$ cat config.mk
export PLATFORM = sky130hd
export DESIGN_NAME = smoothed_zscore_peak_detector_core
export DESIGN_NICKNAME = d
export VERILOG_FILES = /design/src/design/szpd_pkg.sv /design/src/design/szpd_ram.sv /design/src/design/smoothed_zscore_peak_detector_core.sv
export SDC_FILE = /design/constraint.sdc
export NUM_CORES = 2
export LEC_CHECK = 0
export ABC_AREA = 0
export BUFFER_PORTS_ARGS = -buffer_cell sky130_fd_sc_hd__buf_2
export CAP_MARGIN = 30
export CORE_MARGIN = 10
export CORE_UTILIZATION = 32
export DETAILED_ROUTE_END_ITERATION = 16
export GPL_TIMING_DRIVEN = 1
export PLACE_DENSITY = 0.47
export SYNTH_ARGS = -nofsm -noshare
export SYNTH_HDL_FRONTEND = slang
export SYNTH_SLANG_ARGS = --single-unit
export TNS_END_PERCENT = 50
$ cat constraint.sdc
create_clock -name clk -period 11 [get_ports clk]
set_clock_uncertainty 0.2 [all_clocks]
set_input_delay 1.1 -clock clk [delete_from_list [all_inputs] [get_ports clk]]
set_output_delay 1.1 -clock clk [all_outputs]
set_load 0.05 [all_outputs]
$ cat src/design/szpd_pkg.sv
// Shared types and constants of the smoothed z-score peak detector.
// No dependencies; used by the core, its window RAM users and the checker.
package szpd_pkg;

	// Register field and bus widths
	localparam int LEN_W  = 7;
	localparam int ZT_W   = 12;
	localparam int IW_W   = 9;
	localparam int ADDR_W = 4;
	localparam int DATA_W = 32;

	// Register indexes (paddr[3:2])
	localparam logic [1:0] REG_WINDOW_LENGTH    = 2'd0;
	localparam logic [1:0] REG_Z_THRESHOLD      = 2'd1;
	localparam logic [1:0] REG_INFLUENCE_WEIGHT = 2'd2;

	// Register reset values
	localparam logic [LEN_W-1:0] WL_RESET = 7'd5;
	localparam logic [ZT_W-1:0]  ZT_RESET = 12'd896;
	localparam logic [IW_W-1:0]  IW_RESET = 9'd128;

	// Influence weight of one (Q1.8)
	localparam logic [IW_W-1:0] IW_ONE = 9'd256;

	// Peak flag codes
	localparam logic [1:0] FLAG_NONE = 2'b00;
	localparam logic [1:0] FLAG_POS  = 2'b01;
	localparam logic [1:0] FLAG_NEG  = 2'b11;
	localparam logic [1:0] FLAG_BAD  = 2'b10;

	// Sequencer states, one-hot
	typedef enum logic [18:0] {
		ST_IDLE = 19'h00001,
		ST_T2   = 19'h00002,
		ST_LX   = 19'h00004,
		ST_D    = 19'h00008,
		ST_DD   = 19'h00010,
		ST_QL   = 19'h00020,
		ST_QH   = 19'h00040,
		ST_VAR  = 19'h00080,
		ST_RL   = 19'h00100,
		ST_RH   = 19'h00200,
		ST_CMP  = 19'h00400,
		ST_W1   = 19'h00800,
		ST_W2   = 19'h01000,
		ST_FILT = 19'h02000,
		ST_OLD  = 19'h04000,
		ST_SQ   = 19'h08000,
		ST_UPD  = 19'h10000,
		ST_DIV  = 19'h20000,
		ST_OUT  = 19'h40000
	} state_t;

endpackage

$ cat src/design/szpd_ram.sv
// Generic single-port-write, single-port-read RAM with registered read data.
// No dependencies.
module szpd_ram #(
	parameter int WIDTH = 16,
	parameter int DEPTH = 64
) (
	input  logic                     clk,
	input  logic                     we,
	input  logic [$clog2(DEPTH)-1:0] waddr,
	input  logic [WIDTH-1:0]         wdata,
	input  logic                     re,
	input  logic [$clog2(DEPTH)-1:0] raddr,
	output logic [WIDTH-1:0]         rdata
);

	logic [WIDTH-1:0] mem_q [DEPTH];

	// write port
	always_ff @(posedge clk) begin
		if (we) begin
			mem_q[waddr] <= wdata;
		end
	end

	// registered read port
	always_ff @(posedge clk) begin
		if (re) begin
			rdata <= mem_q[raddr];
		end
	end

endmodule

$ cat src/design/smoothed_zscore_peak_detector_core.sv
// Smoothed z-score peak detector core: statistics, flag test, filter, mean divider.
// Depends on szpd_pkg and szpd_ram.
// Flow: one word at a time; warm-up words skip the statistics and flag test, unflagged words
//   skip the filter. A new word is taken only after the last one is loaded to the output,
//   which waits while a stalled output word is still offered.
//   All products share one multiplier; the mean uses a one-bit-per-cycle divider.
// Reset: asynchronous, active low; clears sums, fill count, pointer, last filtered value and
//   out_valid; sets reg defaults. Window RAM is not cleared; only written entries are read.
module smoothed_zscore_peak_detector_core #(
	parameter int WINDOW_MAX  = 64,
	parameter int SAMPLE_BITS = 16
) (
	input  logic                            clk,
	input  logic                            arst_n,
	// input channel
	input  logic                            in_valid,
	output logic                            in_stall,
	input  logic signed [SAMPLE_BITS-1:0]   sample,
	input  logic                            frame_start,
	// output channel
	output logic                            out_valid,
	input  logic                            out_stall,
	output logic signed [1:0]               peak_flag,
	output logic                            ready_res,
	output logic signed [SAMPLE_BITS-1:0]   window_mean,
	// configuration port
	input  logic                            psel,
	input  logic                            penable,
	input  logic                            pwrite,
	input  logic [szpd_pkg::ADDR_W-1:0]     paddr,
	input  logic [szpd_pkg::DATA_W-1:0]     pwdata,
	output logic [szpd_pkg::DATA_W-1:0]     prdata,
	output logic                            pready
);

	localparam int SB   = SAMPLE_BITS;
	localparam int LW   = szpd_pkg::LEN_W;
	localparam int AW   = $clog2(WINDOW_MAX);
	localparam int SW   = SB + LW;
	localparam int QW   = 2 * SB + 6;
	localparam int MW   = (SB + 8 > 24) ? SB + 8 : 24;
	localparam int PW   = 2 * MW;
	localparam int CW   = 3 * MW;
	localparam int NW   = SB + 10;
	localparam int CNTW = $clog2(SW + 1);

	szpd_pkg::state_t state_q;

	// configuration registers
	logic [LW-1:0]               wl_q;
	logic [szpd_pkg::ZT_W-1:0]   zt_q;
	logic [szpd_pkg::IW_W-1:0]   iw_q;

	// window statistics
	logic signed [SW-1:0]        sum_q;
	logic [QW-1:0]               sq_q;
	logic [LW-1:0]               fill_q;
	logic [AW-1:0]               wp_q;
	logic signed [SB-1:0]        last_q;

	// per-word working registers
	logic signed [SB-1:0]        x_q;
	logic signed [SB-1:0]        filt_q;
	logic                        fs_q;
	logic [LW-1:0]               len_q;
	logic                        rdy_q;
	logic [1:0]                  flag_q;
	logic                        pos_q;
	logic [MW-1:0]               t2_q;
	logic [MW-1:0]               d_q;
	logic [PW-1:0]               ss_q;
	logic [CW-1:0]               lhs_q;
	logic [PW-1:0]               acc_q;
	logic [PW-1:0]               var_q;
	logic signed [NW-1:0]        num_q;
	logic [PW-1:0]               fsq_q;
	logic [PW-1:0]               prod_q;

	// divider
	logic [SW-1:0]               dq_q;
	logic [LW-1:0]               rem_q;
	logic [LW-1:0]               n_q;
	logic                        neg_q;
	logic [CNTW-1:0]             cnt_q;

	logic                        ov_q;

	logic                        in_acc;
	logic                        cfg_wr;
	logic [1:0]                  cfg_idx;
	logic                        full;
	logic                        win_clr;

	logic [MW-1:0]               mul_a;
	logic [MW-1:0]               mul_b;
	logic [PW-1:0]               mul_p;

	logic [SB-1:0]               x_neg, x_abs;
	logic [SB-1:0]               last_neg, last_abs;
	logic [SB-1:0]               filt_neg, filt_abs;
	logic [SB-1:0]               rd_data, old_neg, old_abs;
	logic [SW-1:0]               sum_neg, sum_abs;
	logic [PW-1:0]               q_pad;
	logic [szpd_pkg::IW_W-1:0]   w_cl, w_inv;
	logic [LW-1:0]               len_w;

	logic [SW-1:0]               lx_m;
	logic signed [SW+1:0]        lx_s, dlt;
	logic [SW+1:0]               dlt_neg, d_abs;
	logic [CW-1:0]               lq, rhs;
	logic signed [NW-1:0]        term, num_w, num_sh;
	logic signed [SB-1:0]        old_s;
	logic signed [SW-1:0]        sum_new;
	logic [SW-1:0]               sum_new_neg;
	logic [PW-1:0]               oldsq;
	logic [LW:0]                 rsh;
	logic                        ge;
	logic [SW-1:0]               mean_neg, mean_w;

	assign pready   = 1'b1;
	assign in_stall = (state_q != szpd_pkg::ST_IDLE);
	assign in_acc   = in_valid && !in_stall;
	assign cfg_wr   = psel && penable && pwrite && pready;
	assign cfg_idx  = paddr[3:2];
	assign out_valid = ov_q;
	assign full     = (fill_q >= len_q);
	assign win_clr  = (cfg_wr && cfg_idx == szpd_pkg::REG_WINDOW_LENGTH)
		|| (in_acc && frame_start);

	// effective window length
	always_comb begin
		if (wl_q < LW'(2)) begin
			len_w = LW'(2);
		end else if (int'(wl_q) > WINDOW_MAX) begin
			len_w = LW'(WINDOW_MAX);
		end else begin
			len_w = wl_q;
		end
	end

	// magnitudes for the unsigned multiplier
	assign x_neg    = -x_q;
	assign x_abs    = x_q[SB-1] ? x_neg : x_q;
	assign last_neg = -last_q;
	assign last_abs = last_q[SB-1] ? last_neg : last_q;
	assign filt_neg = -filt_q;
	assign filt_abs = filt_q[SB-1] ? filt_neg : filt_q;
	assign old_neg  = -rd_data;
	assign old_abs  = rd_data[SB-1] ? old_neg : rd_data;
	assign sum_neg  = -sum_q;
	assign sum_abs  = sum_q[SW-1] ? sum_neg : sum_q;
	assign q_pad    = PW'(sq_q);
	assign w_cl     = (iw_q > szpd_pkg::IW_ONE) ? szpd_pkg::IW_ONE : iw_q;
	assign w_inv    = szpd_pkg::IW_ONE - w_cl;

	// shared multiplier operand select
	always_comb begin
		case (state_q)
			szpd_pkg::ST_T2: begin
				mul_a = MW'(zt_q);
				mul_b = MW'(zt_q);
			end
			szpd_pkg::ST_LX: begin
				mul_a = MW'(len_q);
				mul_b = MW'(x_abs);
			end
			szpd_pkg::ST_D: begin
				mul_a = MW'(sum_abs);
				mul_b = MW'(sum_abs);
			end
			szpd_pkg::ST_DD: begin
				mul_a = d_q;
				mul_b = d_q;
			end
			szpd_pkg::ST_QL: begin
				mul_a = MW'(len_q);
				mul_b = q_pad[MW-1:0];
			end
			szpd_pkg::ST_QH: begin
				mul_a = MW'(len_q);
				mul_b = q_pad[PW-1:MW];
			end
			szpd_pkg::ST_RL: begin
				mul_a = var_q[MW-1:0];
				mul_b = t2_q;
			end
			szpd_pkg::ST_RH: begin
				mul_a = var_q[PW-1:MW];
				mul_b = t2_q;
			end
			szpd_pkg::ST_W1: begin
				mul_a = MW'(w_cl);
				mul_b = MW'(x_abs);
			end
			szpd_pkg::ST_W2: begin
				mul_a = MW'(w_inv);
				mul_b = MW'(last_abs);
			end
			szpd_pkg::ST_OLD: begin
				mul_a = MW'(filt_abs);
				mul_b = MW'(filt_abs);
			end
			szpd_pkg::ST_SQ: begin
				mul_a = MW'(old_abs);
				mul_b = MW'(old_abs);
			end
			default: begin
				mul_a = '0;
				mul_b = '0;
			end
		endcase
	end

	assign mul_p = mul_a * mul_b;

	// product register after the multiplier
	always_ff @(posedge clk) begin
		prod_q <= mul_p;
	end

	// distance of len*x from the sum
	assign lx_m    = prod_q[SW-1:0];
	assign lx_s    = x_q[SB-1] ? -$signed({2'b00, lx_m}) : $signed({2'b00, lx_m});
	assign dlt     = lx_s - (SW+2)'(sum_q);
	assign dlt_neg = -dlt;
	assign d_abs   = dlt[SW+1] ? dlt_neg : dlt;

	// recombine two partial products
	assign lq  = CW'(acc_q) + (CW'(prod_q) << MW);
	assign rhs = lq;

	// blended sample, rounded half up
	assign term   = x_q[SB-1] ? -$signed({1'b0, prod_q[NW-2:0]})
		: $signed({1'b0, prod_q[NW-2:0]});
	assign num_w  = last_q[SB-1] ? num_q - $signed({1'b0, prod_q[NW-2:0]})
		: num_q + $signed({1'b0, prod_q[NW-2:0]});
	assign num_sh = num_w >>> 8;

	// window update
	assign old_s       = full ? $signed(rd_data) : '0;
	assign oldsq       = full ? prod_q : '0;
	assign sum_new     = sum_q - SW'(old_s) + SW'(filt_q);
	assign sum_new_neg = -sum_new;

	// restoring divider step
	assign rsh = {rem_q, dq_q[SW-1]};
	assign ge  = (rsh >= {1'b0, n_q});

	assign mean_neg = -dq_q;
	assign mean_w   = neg_q ? mean_neg : dq_q;

	szpd_ram #(
		.WIDTH(SB),
		.DEPTH(WINDOW_MAX)
	) u_window (
		.clk   (clk),
		.we    (state_q == szpd_pkg::ST_UPD),
		.waddr (wp_q),
		.wdata (filt_q),
		.re    (state_q == szpd_pkg::ST_OLD),
		.raddr (wp_q),
		.rdata (rd_data)
	);

	// configuration registers
	always_ff @(posedge clk or negedge arst_n) begin
		if (!arst_n) begin
			wl_q <= szpd_pkg::WL_RESET;
			zt_q <= szpd_pkg::ZT_RESET;
			iw_q <= szpd_pkg::IW_RESET;
		end else if (cfg_wr) begin
			case (cfg_idx)
				szpd_pkg::REG_WINDOW_LENGTH:    wl_q <= pwdata[LW-1:0];
				szpd_pkg::REG_Z_THRESHOLD:      zt_q <= pwdata[szpd_pkg::ZT_W-1:0];
				szpd_pkg::REG_INFLUENCE_WEIGHT: iw_q <= pwdata[szpd_pkg::IW_W-1:0];
				default: ;
			endcase
		end
	end

	// register readback
	always_comb begin
		case (cfg_idx)
			szpd_pkg::REG_WINDOW_LENGTH:    prdata = szpd_pkg::DATA_W'(wl_q);
			szpd_pkg::REG_Z_THRESHOLD:      prdata = szpd_pkg::DATA_W'(zt_q);
			szpd_pkg::REG_INFLUENCE_WEIGHT: prdata = szpd_pkg::DATA_W'(iw_q);
			default:                        prdata = '0;
		endcase
	end

	// sequencer and window state
	always_ff @(posedge clk or negedge arst_n) begin
		if (!arst_n) begin
			state_q <= szpd_pkg::ST_IDLE;
			sum_q   <= '0;
			sq_q    <= '0;
			fill_q  <= '0;
			wp_q    <= '0;
			last_q  <= '0;
			ov_q    <= 1'b0;
		end else begin
			// output valid: set when a word is loaded, cleared when taken
			if (state_q == szpd_pkg::ST_OUT && !(ov_q && out_stall)) begin
				ov_q <= 1'b1;
			end else if (ov_q && !out_stall) begin
				ov_q <= 1'b0;
			end
			// window cleared on a length write or frame start, else slid on update
			if (win_clr) begin
				sum_q  <= '0;
				sq_q   <= '0;
				fill_q <= '0;
				wp_q   <= '0;
			end else if (state_q == szpd_pkg::ST_UPD) begin
				sum_q <= sum_new;
				sq_q  <= sq_q - QW'(oldsq) + QW'(fsq_q);
				if (!full) begin
					fill_q <= fill_q + 1'b1;
				end
				if (int'(wp_q) + 1 >= int'(len_q)) begin
					wp_q <= '0;
				end else begin
					wp_q <= wp_q + 1'b1;
				end
			end
			if (state_q == szpd_pkg::ST_UPD) begin
				last_q <= filt_q;
			end
			case (state_q)
				szpd_pkg::ST_IDLE: begin
					if (in_acc) begin
						state_q <= szpd_pkg::ST_T2;
					end
				end
				szpd_pkg::ST_T2: begin
					state_q <= full ? szpd_pkg::ST_LX : szpd_pkg::ST_OLD;
				end
				szpd_pkg::ST_LX:  state_q <= szpd_pkg::ST_D;
				szpd_pkg::ST_D:   state_q <= szpd_pkg::ST_DD;
				szpd_pkg::ST_DD:  state_q <= szpd_pkg::ST_QL;
				szpd_pkg::ST_QL:  state_q <= szpd_pkg::ST_QH;
				szpd_pkg::ST_QH:  state_q <= szpd_pkg::ST_VAR;
				szpd_pkg::ST_VAR: state_q <= szpd_pkg::ST_RL;
				szpd_pkg::ST_RL:  state_q <= szpd_pkg::ST_RH;
				szpd_pkg::ST_RH:  state_q <= szpd_pkg::ST_CMP;
				szpd_pkg::ST_CMP: begin
					state_q <= (lhs_q > rhs) ? szpd_pkg::ST_W1 : szpd_pkg::ST_OLD;
				end
				szpd_pkg::ST_W1:   state_q <= szpd_pkg::ST_W2;
				szpd_pkg::ST_W2:   state_q <= szpd_pkg::ST_FILT;
				szpd_pkg::ST_FILT: state_q <= szpd_pkg::ST_OLD;
				szpd_pkg::ST_OLD:  state_q <= szpd_pkg::ST_SQ;
				szpd_pkg::ST_SQ:   state_q <= szpd_pkg::ST_UPD;
				szpd_pkg::ST_UPD:  state_q <= szpd_pkg::ST_DIV;
				szpd_pkg::ST_DIV: begin
					if (cnt_q == CNTW'(1)) begin
						state_q <= szpd_pkg::ST_OUT;
					end
				end
				szpd_pkg::ST_OUT: begin
					if (!(ov_q && out_stall)) begin
						state_q <= szpd_pkg::ST_IDLE;
					end
				end
				default: state_q <= szpd_pkg::ST_IDLE;
			endcase
		end
	end

	// datapath working registers
	always_ff @(posedge clk) begin
		case (state_q)
			szpd_pkg::ST_IDLE: begin
				x_q    <= sample;
				filt_q <= sample;
				fs_q   <= frame_start;
				flag_q <= szpd_pkg::FLAG_NONE;
				len_q  <= len_w;
			end
			szpd_pkg::ST_T2: begin
				rdy_q <= full;
			end
			szpd_pkg::ST_LX: begin
				t2_q <= prod_q[MW-1:0];
			end
			szpd_pkg::ST_D: begin
				d_q   <= MW'(d_abs[SW:0]);
				pos_q <= !dlt[SW+1] && (dlt != '0);
			end
			szpd_pkg::ST_DD: begin
				ss_q <= prod_q;
			end
			szpd_pkg::ST_QL: begin
				lhs_q <= CW'(prod_q) << 16;
			end
			szpd_pkg::ST_QH: begin
				acc_q <= prod_q;
			end
			szpd_pkg::ST_VAR: begin
				var_q <= (lq > CW'(ss_q)) ? PW'(lq - CW'(ss_q)) : '0;
			end
			szpd_pkg::ST_RH: begin
				acc_q <= prod_q;
			end
			szpd_pkg::ST_W2: begin
				num_q <= term + NW'(128);
			end
			szpd_pkg::ST_FILT: begin
				filt_q <= num_sh[SB-1:0];
				flag_q <= pos_q ? szpd_pkg::FLAG_POS : szpd_pkg::FLAG_NEG;
			end
			szpd_pkg::ST_SQ: begin
				fsq_q <= prod_q;
			end
			szpd_pkg::ST_UPD: begin
				dq_q  <= sum_new[SW-1] ? sum_new_neg : sum_new;
				neg_q <= sum_new[SW-1];
				rem_q <= '0;
				n_q   <= full ? fill_q : fill_q + 1'b1;
				cnt_q <= CNTW'(SW);
			end
			szpd_pkg::ST_DIV: begin
				rem_q <= ge ? LW'(rsh - {1'b0, n_q}) : rsh[LW-1:0];
				dq_q  <= {dq_q[SW-2:0], ge};
				cnt_q <= cnt_q - 1'b1;
			end
			szpd_pkg::ST_OUT: begin
				if (!(ov_q && out_stall)) begin
					peak_flag   <= flag_q;
					ready_res   <= rdy_q && !(fs_q && 1'b0);
					window_mean <= mean_w[SB-1:0];
				end
			end
			default: ;
		endcase
	end

endmodule

After elaboration in Yosys (flattened, before gate mapping)

Memory sizes are Yosys's and may differ from the RTL's. A register that Yosys moved wholly into a read port is not among the register bits.
Cells that the tools add are included.

Memories: 1
Logic and storage cells: 172
Output and inout bits: 54
Bits in writable memories: 1024
Bits in registers: 593

Memories:

| memory         | depth | width | rd ports | clocked after Yosys merged registers in | write ports | line           | text |
|---|---|---|---|---|---|---|---|
| u_window.mem_q | 64    | 16    | 1        | 1                                       | 1           | szpd_ram.sv:16 | `logic [WIDTH-1:0] mem_q [DEPTH];` |

Multipliers: 1
Add/subtract/negate cells: 26
Mux-type cells: 45
Order comparisons: 8
Bitwise gates (word level): 1
Eq/ne operators: 26
Reductions and logical operators: 30

Operators with widths:

| cell                                                       | count |
|---|---|
| 24-bit case mux with 10 select lines                       | 2 |
| 19-bit case mux with 19 select lines                       | 1 |
| 38-bit 2-to-1 mux                                          | 3 |
| 16-bit 2-to-1 mux                                          | 6 |
| 23-bit 2-to-1 mux                                          | 4 |
| 16-bit negation                                            | 5 |
| 48-bit by 72-bit adder with 72-bit output                  | 1 |
| 64-bit by 72-bit greater-than comparator with 1-bit output | 1 |
| 72-bit by 48-bit greater-than comparator with 1-bit output | 1 |
| 24-bit 2-to-1 mux                                          | 3 |
| 19-bit 2-to-1 mux                                          | 3 |
| 24-bit by 24-bit multiplier with 48-bit output             | 1 |
| 24-bit negation                                            | 2 |
| 48-bit subtractor                                          | 1 |
| 23-bit negation                                            | 2 |
| 23-bit case mux with 2 select lines                        | 1 |
| 38-bit adder                                               | 1 |
| 38-bit subtractor                                          | 1 |
| 12-bit case mux with 3 select lines                        | 1 |
| 7-bit 2-to-1 mux                                           | 5 |
| 16-bit case mux with 2 select lines                        | 1 |
| 15-bit 2-to-1 mux                                          | 2 |
| 25-bit 2-to-1 mux                                          | 1 |
| 23-bit negation with 25-bit output                         | 1 |
| 59 further kinds                                           | 87 |

Longest topological paths before layout

Depth after elaboration: 7
Mapped depth: 42

Cells and area by module

A second synthesis with hierarchy kept.

Cell total of the unflattened synthesis: 8058
Area total of the unflattened synthesis: 98072.8 um2

By module, submodules not included:

| module                             | times used | area each (um2) | cells an instance | seq. area each (um2) |
|---|---|---|---|---|
| smoothed_zscore_peak_detector_core | 1          | 57870.5         | 6229              | 16644.7 |
| szpd_ram                           | 1          | 40202.3         | 1829              | 31230.0 |

Worst setup path after synthesis

Ideal clock, no wire load.

Path type: register to register
Start point: register state_q[1]
End point: register prod_q[46]
Cell stages (with the launch flop): 37
Path slack: -0.453 ns
Arrival time: 11.181 ns
Setup time: 0.072 ns
Required time: 10.728 ns
Buffers on the path: 2
Cells stage by stage: dfrtp_1 or4_1 nor2_1 nand2_1 or3_1 nor3b_1 nor2_1 clkbuf_1 o21ai_0 a2111o_1 clkbuf_1 nand2_1 fa_1 inv_1 fa_1 inv_1 fa_1 fa_1 inv_1 fa_1 fa_1 inv_1 fa_1 inv_1 ha_1 nand3_1 o22ai_1 or3_1 a21o_1 a21o_1 a2111oi_0 or3_1 o31ai_1 a211oi_1 nor2_1 o41ai_1 xnor2_1

Longest elaborated chain between the ends: 4
Elaborated cells between the ends (all ways): 18
Those cells by class: mul (1); eq/ne (12); mux (2); reduce/logical (3)

RTL lines:

| item                                                                      | line                                      | text |
|---|---|---|
| from (decl)                                                               | smoothed_zscore_peak_detector_core.sv:47  | `szpd_pkg::state_t state_q;` |
| from (signal assigned)                                                    | smoothed_zscore_peak_detector_core.sv:294 | `state_q <= szpd_pkg::ST_IDLE;` |
| from (signal assigned)                                                    | smoothed_zscore_peak_detector_core.sv:332 | `state_q <= szpd_pkg::ST_T2;` |
| from (signal assigned)                                                    | smoothed_zscore_peak_detector_core.sv:336 | `state_q <= full ? szpd_pkg::ST_LX : szpd_pkg::ST_OLD;` |
| 19-bit by 7-bit == test with 1-bit output, or another cell as far along   | smoothed_zscore_peak_detector_core.sv:158 | `case (state_q)` |
| 3-bit OR reduction (no line) / 2-bit OR reduction (equally long branches) | -                                         |  |
| 24-bit case mux with 10 select lines                                      | smoothed_zscore_peak_detector_core.sv:158 |  |
| 24-bit by 24-bit multiplier with 48-bit output *                          | smoothed_zscore_peak_detector_core.sv:214 | `assign mul_p = mul_a * mul_b;` |
| net mul_p[46]                                                             | smoothed_zscore_peak_detector_core.sv:96  | `logic [PW-1:0] mul_p;` |
| to (signal assigned)                                                      | smoothed_zscore_peak_detector_core.sv:218 | `prod_q <= mul_p;` |
| to (decl)                                                                 | smoothed_zscore_peak_detector_core.sv:77  | `logic [PW-1:0] prod_q;` |

The timed path passes the listed nets; every way through them passes the cells marked *.
A chain may end at the register's enable or synchronous reset.

Final worst setup path

Start point: register u_window.rdata[3] (read register of u_window.mem_q)
End point: register prod_q[44]

Longest elaborated chain between the ends: 4
Elaborated cells between the ends (all ways): 5
Those cells by class: add/sub (1); mul (1); mux (3)

RTL lines:

| item                                             | line                                      | text |
|---|---|---|
| from (decl)                                      | szpd_ram.sv:13                            | `output logic [WIDTH-1:0] rdata` |
| 16-bit negation                                  | smoothed_zscore_peak_detector_core.sv:148 | `assign old_neg = -rd_data;` |
| 16-bit 2-to-1 mux *                              | smoothed_zscore_peak_detector_core.sv:149 | `assign old_abs = rd_data[SB-1] ? old_neg : rd_data;` |
| 24-bit case mux with 10 select lines             | smoothed_zscore_peak_detector_core.sv:158 |  |
| 24-bit by 24-bit multiplier with 48-bit output * | smoothed_zscore_peak_detector_core.sv:214 |  |
| net mul_p[44]                                    | smoothed_zscore_peak_detector_core.sv:96  |  |

Marks and branches as above.

==> results.txt <==
----------------------------------------------------
[Critical path]
  Category of the most critical setup path ... register to register
  Crit end category ... register
  Startpoint class of the critical path ... register
  Data required time of the worst path ... 11.55 ns
  CP Data Arrival Time ... 11.07 ns
  Peak fanout along the critical path ... 11
  CP startpoint ... u_window.rdata[3]$_DFFE_PP_
  Cell with the most instances on the worst path ... sky130_fd_sc_hd__fa_1
  Critical Path Slowest Stage Cell ... sky130_fd_sc_hd__or4_1
  R2R Path Start ... u_window.rdata[3]$_DFFE_PP_
  Longest individual stage delay on the worst path ... 0.59 ns

[Global routing]
  Met1 routing resource usage after global routing ... 0.271
  Global routing met3 resource utilization ... 0.0246
  GRT Total Usage ... 0.193
  Vias in the first global route ... 65,706
  Pin count of the biggest net entering global routing ... 93
  Overflow left after global routing ... 0
  Grt peak-use layer ... met2
  Antenna violations before repair ... 27
  First-pass GRT wire length ... 458,000 um
  GRT met2 Usage ... 0.311

[Power]
  Sequential group share of total power ... 0.309
  Relative contribution of combinational cells to total power ... 0.463
  Total power divided by cell area ... 251 nW/um^2
  Peak supply drop ... 0.000622 V
  Net load switching power ... 0.0108 W
  P_int ... 0.0165 W
  Sw Ratio ... 0.396
  Share of total power in the clock network ... 0.228
  Static leakage ... 43.0 nW

[Die]
  I/O Pins ... 114
  Starting density of the core ... 0.322
  Vertical extent of the die ... 564 um
  Placeable Area ... 294,000 um^2
  Chip Width ... 564 um
  Number of rows created at floorplan ... 199
  Total die area ... 318,000 um^2

[Routing]
  Remaining DRCs ... 0
  Post-DRT Antenna Nets ... 0
  1st-pass router iterations ... 6
  Routed vias/inst ... 5.23
  Starting DRT DRC Count ... 5,831
  Via count of the routed design ... 65,601
  Routed Wire Length ... 314,000 um
  Routed length per placed instance ... 25.0 um

[Place]
  Routability congestion estimate ... 0.874
  Count of buffers from port buffering ... 70
  Placed instance area ... 102,000 um^2
  Placed cell count ... 12,191
  Post-DP HPWL ... 221,000 um

[Layout]
  Finished Layout Cells ... 12,549
  Design area ... 109,000 um^2
  Fraction of layout instances using a drive strength above 1 ... 0.108
  Layout Nets ... 9,522
  Synthesis-to-finish area growth ... 14.7%
  Most frequent cells in the layout ... sky130_fd_sc_hd__edfxtp_1 (1,447), sky130_fd_sc_hd__inv_1 (1,002), sky130_fd_sc_hd__nand2_1 (783), sky130_fd_sc_hd__fa_1 (545), sky130_fd_sc_hd__nor2_1 (472)
  Most common cell after layout, fill and taps aside ... sky130_fd_sc_hd__edfxtp_1
  End-of-flow core utilization ... 0.369

[Timing]
  Final-report setup violation count ... 0
  Max Freq ... 0.0951 GHz
  Fin crit period ... 10.52 ns
  RSZ-0062 raised after global routing ... yes
  Final period util ... 0.956
  Pins Over Slew Limit ... 0
  Slew at the pin closest to its max-slew limit ... 1.10 ns
  Max-Slew Margin vs Limit ... 0.261
  Setup TNS after final layout ... 0 ns
  Hold violation count in the final report ... 0

[Synth]
  Synthesized instance count ... 8,127
  Register bit total from synthesis ... 1,633
  Number of synthesized flops with an enable pin ... 1,447
  Post-synthesis sequential area ratio ... 0.505
  Primary flip-flop cell chosen by synthesis mapping ... sky130_fd_sc_hd__edfxtp_1
  Count of unique library cells instantiated by Yosys ... 97
  Syn. warnings ... 0
  Async SR Flop Fraction ... 0.0845
  Post-Synthesis Mean Instance Area ... 11.7 um^2
  Post-synthesis instance area ... 94,700 um^2

[Clock network]
  Insertion delay to the later sink of the worst-skew pair ... 0.90 ns
  Root buf cell ... sky130_fd_sc_hd__clkbuf_16
  TritonCTS clock tree ... built
  TritonCTS Buffers ... 190
  Clk sink count ... 1,633
  Maximum clock path buffer count ... 4
  H-tree depth ... 4
  Clock Pin Slew Worst Setup and Hold Paths ... 0.06 ns

[Run status]
  Status ... complete, no violations

[Min path]
  Hold Startpoint ... rdy_q$_DFFE_PN_
  Type of the most critical hold path ... register to register

[Job]
  Reported max-cap violation count ... 0

----------------------------------------------------
[worst max-delay path, delay by kind of cell (launching register included)]
family / cells / cell delay, ns
flops: 1 / 0.45
fa+ha+maj: 8 / 3.93
simple gates: 6 / 2.13
buf+inv: 6 / 0.60
compound gates: 13 / 2.86
xor+xnor: 2 / 0.24
[per-layer routing]
layer / routed length [um] / vias up
met3: 17700 / 436
met4: 10700 / 2
met5: 13 / -
met2: 145000 / 2057
met1: 141000 / 33597
li1: - / 29509
[worst paths after layout]
kind,endpoint,slack [ns],depth (start not counted)
min in group asynchronous,wp_q[5]$_DFFE_PN0P_,0.48,2
max,prod_q[44]$_DFF_P_,0.48,35
min,ready_res$_DFFE_PP_,0.23,0
max in group asynchronous,zt_q[10]$_DFFE_PN0P_,8.83,3
min reg2reg,ready_res$_DFFE_PP_,0.23,0
max reg2reg,prod_q[44]$_DFF_P_,0.48,35
[power by group through the flow]
stage	registers, W	clock network, W	logic, W
floorplan	0.00868	0	0.00866
global placement	0.00855	0	0.0122
detailed placement	0.00855	0	0.0124
CTS	0.00843	0.00635	0.0125
global route	0.00845	0.00658	0.0140
finish	0.00844	0.00622	0.0126
[cells in the mapped netlist (79+ instances only)]
library cell,number,area share
sky130_fd_sc_hd__edfxtp_1,1447,0.46
sky130_fd_sc_hd__inv_1,1003,0.040
sky130_fd_sc_hd__nand2_1,784,0.031
sky130_fd_sc_hd__fa_1,545,0.12
sky130_fd_sc_hd__nor2_1,474,0.019
sky130_fd_sc_hd__ha_1,437,0.058
sky130_fd_sc_hd__a22oi_1,335,0.027
sky130_fd_sc_hd__a21oi_1,319,0.017
sky130_fd_sc_hd__xnor2_1,282,0.026
sky130_fd_sc_hd__clkbuf_1,257,0.010
sky130_fd_sc_hd__o21ai_0,233,0.012
sky130_fd_sc_hd__a21o_1,135,0.011
sky130_fd_sc_hd__dfrtp_1,131,0.035
sky130_fd_sc_hd__a221oi_1,126,0.012
sky130_fd_sc_hd__xor2_1,124,0.011
sky130_fd_sc_hd__and2_1,118,0.0078
sky130_fd_sc_hd__a31oi_1,117,0.0077
sky130_fd_sc_hd__a22o_1,105,0.0097
sky130_fd_sc_hd__nand3_1,88,0.0046
sky130_fd_sc_hd__nor3_1,82,0.0043
sky130_fd_sc_hd__nand4_1,79,0.0052
[registers in the layout (all words and copies together), names as in the netlist, 38 cells and up]
register	count
u_window.mem_q	1024
acc_q	48
lhs_q	48
prod_q	48
ss_q	48
var_q	48
fsq_q	38
sq_q	38
[timing repair]
action | 4_1_cts | 5_1_grt
gates cloned | 0 | 0
setup buffers | 0 | 9
setup endpoints to repair | 2 | 11
pin swaps | 0 | 7
hold buffers | 1 | 0
hold endpoints to repair | 19 | 0
gates resized for setup | 1 | 31
[through the flow]
step | total power, W | setup WS (ns) | hold slack [ns]
3_5_place_dp | 0.0210 | 0.0299 | 0.223
3_3_place_gp | 0.0207 | -0.0404 | 0.212
2_1_floorplan | 0.0173 | 0.0168 | 0.200
6_report | 0.0273 | 0.481 | 0.232
5_1_grt | 0.0290 | -0.0148 | 0.246
4_1_cts | 0.0273 | 0.00393 | 0.237
[final cells by class]
| type | instances | area (um^2) |
|---|---|---|
| antenna | 3 | 7.51 |
| clock buffer | 242 | 5120 |
| clock inverter | 97 | 908 |
| fill | 28808 | 186000 |
| inverter | 1007 | 3780 |
| multi-input combinational | 5147 | 42000 |
| sequential | 1633 | 47900 |
| tap | 3919 | 4900 |
| timing repair buffer | 501 | 4090 |
[kinds of logic after synthesis]
kind of cell               after synthesis  synth area share
other                                    2         0.0000793
buffers and inverters                 1366            0.0557
AOI/OAI and AO/OA                     1700             0.125
muxes                                   45           0.00515
DFF                                   1633             0.505
xor gates and xnor gates               407            0.0377
adders and majority gates              982             0.173
and+or+nand+nor                       1992            0.0982
Power figures use the tool's default switching activity.
